===== src/design/mfd_pkg.sv =====
package mfd_pkg;

  localparam int MAX_FRAME   = 64;
  localparam int MIN_FRAME   = 15;
  localparam int FIELD_COUNT = 13;
  localparam int FIELD_BASE  = 2;
  localparam int CNT_W       = $clog2(MAX_FRAME + 1);
  localparam int OUT_W       = 104;

  localparam logic [15:0] CRC_INIT = 16'hFFFF;
  localparam logic [15:0] CRC_POLY = 16'hA001;
  localparam logic [7:0]  HDR_BYTE = 8'hFF;

  typedef enum logic [1:0] {
    ST_OK      = 2'd0,
    ST_SHORT   = 2'd1,
    ST_BAD_HDR = 2'd2,
    ST_CRC_ERR = 2'd3
  } status_t;

  // Packed so that status lands in the lowest bits
  typedef struct packed {
    logic [7:0]         voltage;
    logic [7:0]         temperature;
    logic signed [15:0] current;
    logic signed [15:0] velocity;
    logic signed [31:0] position;
    logic [7:0]         motor_state;
    logic [7:0]         node_id;
    status_t            status;
  } result_t;

  localparam int RES_W = $bits(result_t);

  // One byte of reflected CRC-16, LSB first
  function automatic logic [15:0] crc_step(input logic [15:0] crc, input logic [7:0] b);
    logic [15:0] c;
    c = crc ^ {8'h00, b};
    for (int i = 0; i < 8; i++) begin
      if (c[0]) begin
        c = (c >> 1) ^ CRC_POLY;
      end else begin
        c = c >> 1;
      end
    end
    return c;
  endfunction

endpackage


===== src/design/mfd_frame_state.sv =====
module mfd_frame_state
  import mfd_pkg::*;
(
  input  logic       clk,
  input  logic       rst_n,
  input  logic       step,
  input  logic [7:0] rx_byte,
  input  logic       frame_end,
  output logic       res_valid,
  output result_t    res
);

  logic [CNT_W-1:0] count_r, count_nxt;
  logic [15:0]      crc_r, crc_nxt;
  logic [15:0]      lag0_r, lag0_nxt;
  logic [15:0]      lag1_r, lag1_nxt;
  logic [7:0]       prev0_r, prev0_nxt;
  logic [7:0]       prev1_r, prev1_nxt;
  logic             hdr_ok_r, hdr_ok_nxt;
  logic [7:0]       field_r [FIELD_COUNT];
  logic [7:0]       field_now [FIELD_COUNT];
  logic             store;
  status_t          status;

  assign store = count_r < CNT_W'(MAX_FRAME);

  always_comb begin
    count_nxt  = count_r;
    crc_nxt    = crc_r;
    lag0_nxt   = lag0_r;
    lag1_nxt   = lag1_r;
    prev0_nxt  = prev0_r;
    prev1_nxt  = prev1_r;
    hdr_ok_nxt = hdr_ok_r;
    if (store) begin
      count_nxt = count_r + 1'b1;
      crc_nxt   = crc_step(crc_r, rx_byte);
      lag0_nxt  = crc_r;
      lag1_nxt  = lag0_r;
      prev0_nxt = rx_byte;
      prev1_nxt = prev0_r;
      if (count_r < CNT_W'(FIELD_BASE) && rx_byte != HDR_BYTE) begin
        hdr_ok_nxt = 1'b0;
      end
    end
  end

  // Fields as they stand after this byte, the byte itself included
  always_comb begin
    for (int k = 0; k < FIELD_COUNT; k++) begin
      field_now[k] = (store && count_r == CNT_W'(k + FIELD_BASE)) ? rx_byte : field_r[k];
    end
  end

  // Judge the frame on the state as it stands after this byte
  always_comb begin
    if (count_nxt < CNT_W'(MIN_FRAME)) begin
      status = ST_SHORT;
    end else if (!hdr_ok_nxt) begin
      status = ST_BAD_HDR;
    end else if (lag1_nxt != {prev0_nxt, prev1_nxt}) begin
      status = ST_CRC_ERR;
    end else begin
      status = ST_OK;
    end
  end

  always_comb begin
    res        = '0;
    res.status = status;
    if (status == ST_OK) begin
      res.node_id     = field_now[0];
      res.motor_state = field_now[1];
      res.position    = {field_now[6], field_now[5], field_now[4], field_now[3]};
      res.velocity    = {field_now[8], field_now[7]};
      res.current     = {field_now[10], field_now[9]};
      res.temperature = field_now[11];
      res.voltage     = field_now[12];
    end
  end

  assign res_valid = step && frame_end;

  always_ff @(posedge clk) begin
    if (!rst_n) begin
      count_r  <= '0;
      crc_r    <= CRC_INIT;
      lag0_r   <= CRC_INIT;
      lag1_r   <= CRC_INIT;
      prev0_r  <= '0;
      prev1_r  <= '0;
      hdr_ok_r <= 1'b1;
    end else if (step) begin
      if (frame_end) begin
        count_r  <= '0;
        crc_r    <= CRC_INIT;
        lag0_r   <= CRC_INIT;
        lag1_r   <= CRC_INIT;
        prev0_r  <= '0;
        prev1_r  <= '0;
        hdr_ok_r <= 1'b1;
      end else begin
        count_r  <= count_nxt;
        crc_r    <= crc_nxt;
        lag0_r   <= lag0_nxt;
        lag1_r   <= lag1_nxt;
        prev0_r  <= prev0_nxt;
        prev1_r  <= prev1_nxt;
        hdr_ok_r <= hdr_ok_nxt;
      end
    end
  end

  // Field bytes are only reported for full frames, so they need no clearing
  always_ff @(posedge clk) begin
    for (int k = 0; k < FIELD_COUNT; k++) begin
      if (step && store && count_r == CNT_W'(k + FIELD_BASE)) begin
        field_r[k] <= rx_byte;
      end
    end
  end

endmodule


===== src/design/motor_feedback_frame_decoder.sv =====
// Motor feedback frame decoder.
// Input stream: one frame byte per item on in_tdata, in_tlast on the frame's
// last byte. Output stream: one item per frame, issued for the last byte,
// carrying a status code (ok, too short, bad 0xFF 0xFF header, CRC mismatch)
// and the decoded motor fields; fields read zero unless the status is ok.
// The CRC is Modbus CRC-16 over all but the two trailer bytes, which hold
// the expected value little-endian. Bytes beyond MAX_FRAME are dropped.
// Throughput: one byte per cycle while the receiver does not stall the output.
// The CRC byte step is combinational, between the input register and the
// result register. A last byte goes through the input register, then the
// result register, before out_tvalid rises for its frame.
// Reset (rst_n low, synchronous): both registers empty, frame state cleared.
// The frame state also returns to its reset state after every last byte.
// When the receiver stalls, the result holds in the output register and the
// input register can still take one more byte if it is empty; after that
// in_tready drops until out_tready frees the output.
module motor_feedback_frame_decoder
  import mfd_pkg::*;
(
  input  logic             clk,
  input  logic             rst_n,
  input  logic             in_tvalid,
  output logic             in_tready,
  input  logic [7:0]       in_tdata,   // [7:0] rx_byte
  input  logic             in_tlast,   // frame_end
  output logic             out_tvalid,
  input  logic             out_tready,
  output logic [OUT_W-1:0] out_tdata   // [1:0] status, [9:2] node id,
                                       // [17:10] motor_state, [49:18] position,
                                       // [65:50] velocity, [81:66] current,
                                       // [89:82] temperature, [97:90] voltage,
                                       // [103:98] zero
);

  logic       in_valid_r;
  logic [7:0] in_byte_r;
  logic       in_last_r;
  logic       out_valid_r;
  result_t    out_res_r;
  logic       advance;
  logic       res_valid;
  result_t    res;

  // Move the held byte on whenever the output register is free or draining
  assign advance   = !out_valid_r || out_tready;
  assign in_tready = !in_valid_r || advance;

  always_ff @(posedge clk) begin
    if (!rst_n) begin
      in_valid_r <= 1'b0;
    end else if (in_tready) begin
      in_valid_r <= in_tvalid;
    end
  end

  always_ff @(posedge clk) begin
    if (in_tready) begin
      in_byte_r <= in_tdata;
      in_last_r <= in_tlast;
    end
  end

  mfd_frame_state u_state (
    .clk       (clk),
    .rst_n     (rst_n),
    .step      (in_valid_r && advance),
    .rx_byte   (in_byte_r),
    .frame_end (in_last_r),
    .res_valid (res_valid),
    .res       (res)
  );

  always_ff @(posedge clk) begin
    if (!rst_n) begin
      out_valid_r <= 1'b0;
    end else if (advance) begin
      out_valid_r <= res_valid;
    end
  end

  // Hold the result while the receiver stalls
  always_ff @(posedge clk) begin
    if (advance && res_valid) begin
      out_res_r <= res;
    end
  end

  assign out_tvalid = out_valid_r;
  assign out_tdata  = {(OUT_W - RES_W)'(0), out_res_r};

endmodule


===== config.mk =====
export PLATFORM = sky130hd
export DESIGN_NAME = motor_feedback_frame_decoder
export DESIGN_NICKNAME = d
export VERILOG_FILES = /design/src/design/mfd_pkg.sv /design/src/design/mfd_frame_state.sv /design/src/design/motor_feedback_frame_decoder.sv
export SDC_FILE = /design/constraint.sdc
export NUM_CORES = 1
export LEC_CHECK = 0
export BUFFER_PORTS_ARGS = -buffer_cell sky130_fd_sc_hd__buf_2
export CORE_MARGIN = 3
export CORE_UTILIZATION = 30
export CTS_BUF_LIST = sky130_fd_sc_hd__clkbuf_16
export DETAILED_ROUTE_END_ITERATION = 6
export PLACE_DENSITY = 0.46
export SLEW_MARGIN = 25
export SYNTH_ARGS = -nofsm -noshare
export SYNTH_HDL_FRONTEND = slang
export SYNTH_HIERARCHICAL = 1
export SYNTH_SLANG_ARGS = --single-unit

===== constraint.sdc =====
create_clock -name clk -period 6.75 [get_ports clk]
set_clock_uncertainty 0.1 [all_clocks]
set_input_delay 0 -clock clk [delete_from_list [all_inputs] [get_ports clk]]
set_output_delay 0 -clock clk [all_outputs]
set_load 0.01 [all_outputs]

==> run metrics <==
vias in the first global route a little over 7000; Slowest-stage cell, CP ha_1; Mapped Area approximately 0.011 mm²; Critical Path End Type flip-flop; drt first-iter violations 480; Synth area leader edfxtp_1; CP Launch Point u_state/count_r[0]$_SDFFE_PN0P_; Slew @ Worst Pin 949 ps; CP delay by family, top compound AO/OA/AOI/OAI gates; Worst Min Path Start in_tdata[2]; Seq cells post-synth roughly 270; Synth area leaders edfxtp_1, dfxtp_1, nand2_1, nand3_1, a21oi_1; Hold Crit Class in2reg; Mapped Cells around 930; YS warnings 6; DR pass1 iterations 5; Hold Fails Final Rpt 0; Leak ~4.8 nW; most common cell after layout, fill and taps aside edfxtp_1; # H-tree levels 1; area delta synth->final 18.7%; Total Wirelength ~28 mm; critical path arrival approximately 4000 ps; cts bufs inserted 30; Initial Util 30.5%; status complete, no violations; DRT antenna net count 0; RePlAce Congestion about 0.74; largest net degree at the start of global routing 58; initial antenna violation count 1; # clock sinks about 270; IO Port Bufs between 100 and 150; CP Launch Type flip-flop; Setup CP Type reg2reg; largest family of logic cells by synthesized area simple AND/OR/NAND/NOR gates; vias per cell just under 5; Core Region around 0.037 mm²; top cell type's share of synthesized area 54.6%; antenna diode count 0; gr usage total 14.0%; Setup Buffers After CTS 0; worst-path fanout max 50; worst rel slew slack between 30% and 40%; CP Buf/Inv Count 1; number of synthesized flops with an enable pin 203; Peak VDD IR approximately 0.00016 V; RSZ-0062 raised after global routing no; Max Cap Viol 0; Cell Chain, Critical Path ha_1 -> and3_1 -> nand3_1 -> a211oi_1 -> a211o_4 -> buf_4 -> nor2_1; Post-DP HPWL roughly 17 mm; f_max between 200 and 300 MHz; Final Critical Period 3810 ps; Vias around 7400; DRC 0; Die W approximately 200 µm; Tcrit/Tclk final a little under three fifths; Worst-Skew Late Latency ~550 ps; clock root cell clkbuf_16; CTS tree yes; simple logic cell fraction of the synthesized area between 15 and 20%; reg2reg start u_state/count_r[0]$_SDFFE_PN0P_; layout cells sized above 1 roughly a fifth; fin cells approximately 1500; per-cell routed wire length about 18 µm; placed cell areas about 0.012 mm²; Inst Count DP roughly 1500; Post-Synth XOR/XNOR Area under 10%; commonest non-fill, non-tap cells in the layout edfxtp_1, nand2_1, buf_2; setup TNS 0 ps; Power Total 3.64 mW; post-route design area 0.0132 mm²; Final Max Slew Viols 0; first-pass GRT wire length 43.5 mm; Die Y ~200 µm; Critical Path RT about 6900 ps; fraction of registers with async set/reset 0%; Nets 1061; power per cell area approximately 270 mW/mm²; Ports approximately 120; complex-gate fraction of the synthesized area under 10%; crit-path max cell delay around 800 ps; clk slew on worst S/H paths 60 ps; multiplexer share of the synthesized area ~1.4%; grt ovf 0; syn avg cell area 12.0 µm²; Rows 70; clock tree buffer depth 3; Synth Flop Type edfxtp_1; die area just under 0.04 mm²; final setup vio count 0; Synth Area in Adders less than 1%; Seq/Total Area, Yosys 67.0%; Cell variety after synth around 50
state kept, by name (all words and copies together), names as in the netlist:
register          cells
out_tdata            98
u_state/field_r      96
u_state/crc_r        16
u_state/lag1_r       16
u_state/lag0_r       11
in_byte_r             8
u_state/prev0_r       8
u_state/prev1_r       8
u_state/count_r       7
in_last_r             1
in_valid_r            1
out_tvalid            1
u_state/hdr_ok_r      1
what timing repair did:
item                                   CTS  global route
endpoints found under the hold margin   38             0
hold buffers                            15             0
gates resized for setup                  0             0
synthesized netlist by cell type, types with 2 or more instances:
cell type  count
edfxtp_1     203
nand2_1      177
nand3_1      105
dfxtp_1       69
a21oi_1       62
clkbuf_1      39
nor2_1        36
xnor2_1       32
a21oi_2       30
nor2b_1       21
a22oi_1       17
mux2i_1       16
buf_2         11
nand4_1        9
xor2_1         9
buf_4          8
nor4_1         8
o21ai_0        7
inv_1          6
o211ai_1       6
and2_1         5
buf_1          5
buf_6          5
xnor2_2        5
ha_1           4
o22ai_1        4
nand2b_1       3
o21ai_1        3
nor3_1         2
o21a_1         2
or2_1          2
metal layers:
| layer | vias to the layer above | GRT usage (%) | routed length [µm] |
|---|---|---|---|
| met3 | 40 | 2.34 | 1410 |
| met4 | 2 | 2.81 | 514 |
| li1 | 3519 | - | - |
| met2 | 168 | 21.1 | 12300 |
| met1 | 3645 | 21.4 | 14100 |
| met5 | - | 0 | 13 |
final timing paths:
path / end / slack (ps) / cells past startpoint
max: out_tdata[13]$_DFFE_PP_ / 2940 / 7
min: in_byte_r[2]$_DFFE_PP_ / 70 / 2
max reg2reg: out_tdata[13]$_DFFE_PP_ / 2940 / 7
min reg2reg: u_state/lag1_r[10]$_SDFFE_PN1P_ / 350 / 2
power breakdown:
part	internal (mW)	switching (mW)	total [mW]	leakage, nW
combinational	0.0873	0.137	0.224	1.90
sequential	1.83	0.0296	1.86	2.41
clock	0.901	0.649	1.55	0.496
kinds of logic after synthesis:
logic type / count (synthesis)
simple gates: 375
flops: 272
compound gates: 136
buf+inv: 76
xor+xnor: 49
mux: 16
fa+ha+maj: 4
other cells: 1
area by class of cell:
type,instances,area (µm²)
inverters,6,22.5
clock buffers,31,776
flip-flops and latches,272,7480
clock inverters,24,163
fillers,3659,23400
multi-input cells,586,3350
repair buffers,148,868
well taps,468,586
metrics by stage:
| stage | hold slack, ps | utilization (%) | setup slack, ps |
|---|---|---|---|
| floorplan | -1.13 | - | 2920 |
| global placement | 78.3 | 33.2 | 3010 |
| detailed placement | 80.7 | 33.2 | 2930 |
| CTS | 34.6 | 36.2 | 2930 |
| global route | 47.6 | 36.2 | 2620 |
| finish | 68.7 | 36.2 | 2940 |
Note: power is estimated with default switching activity, not from simulation.
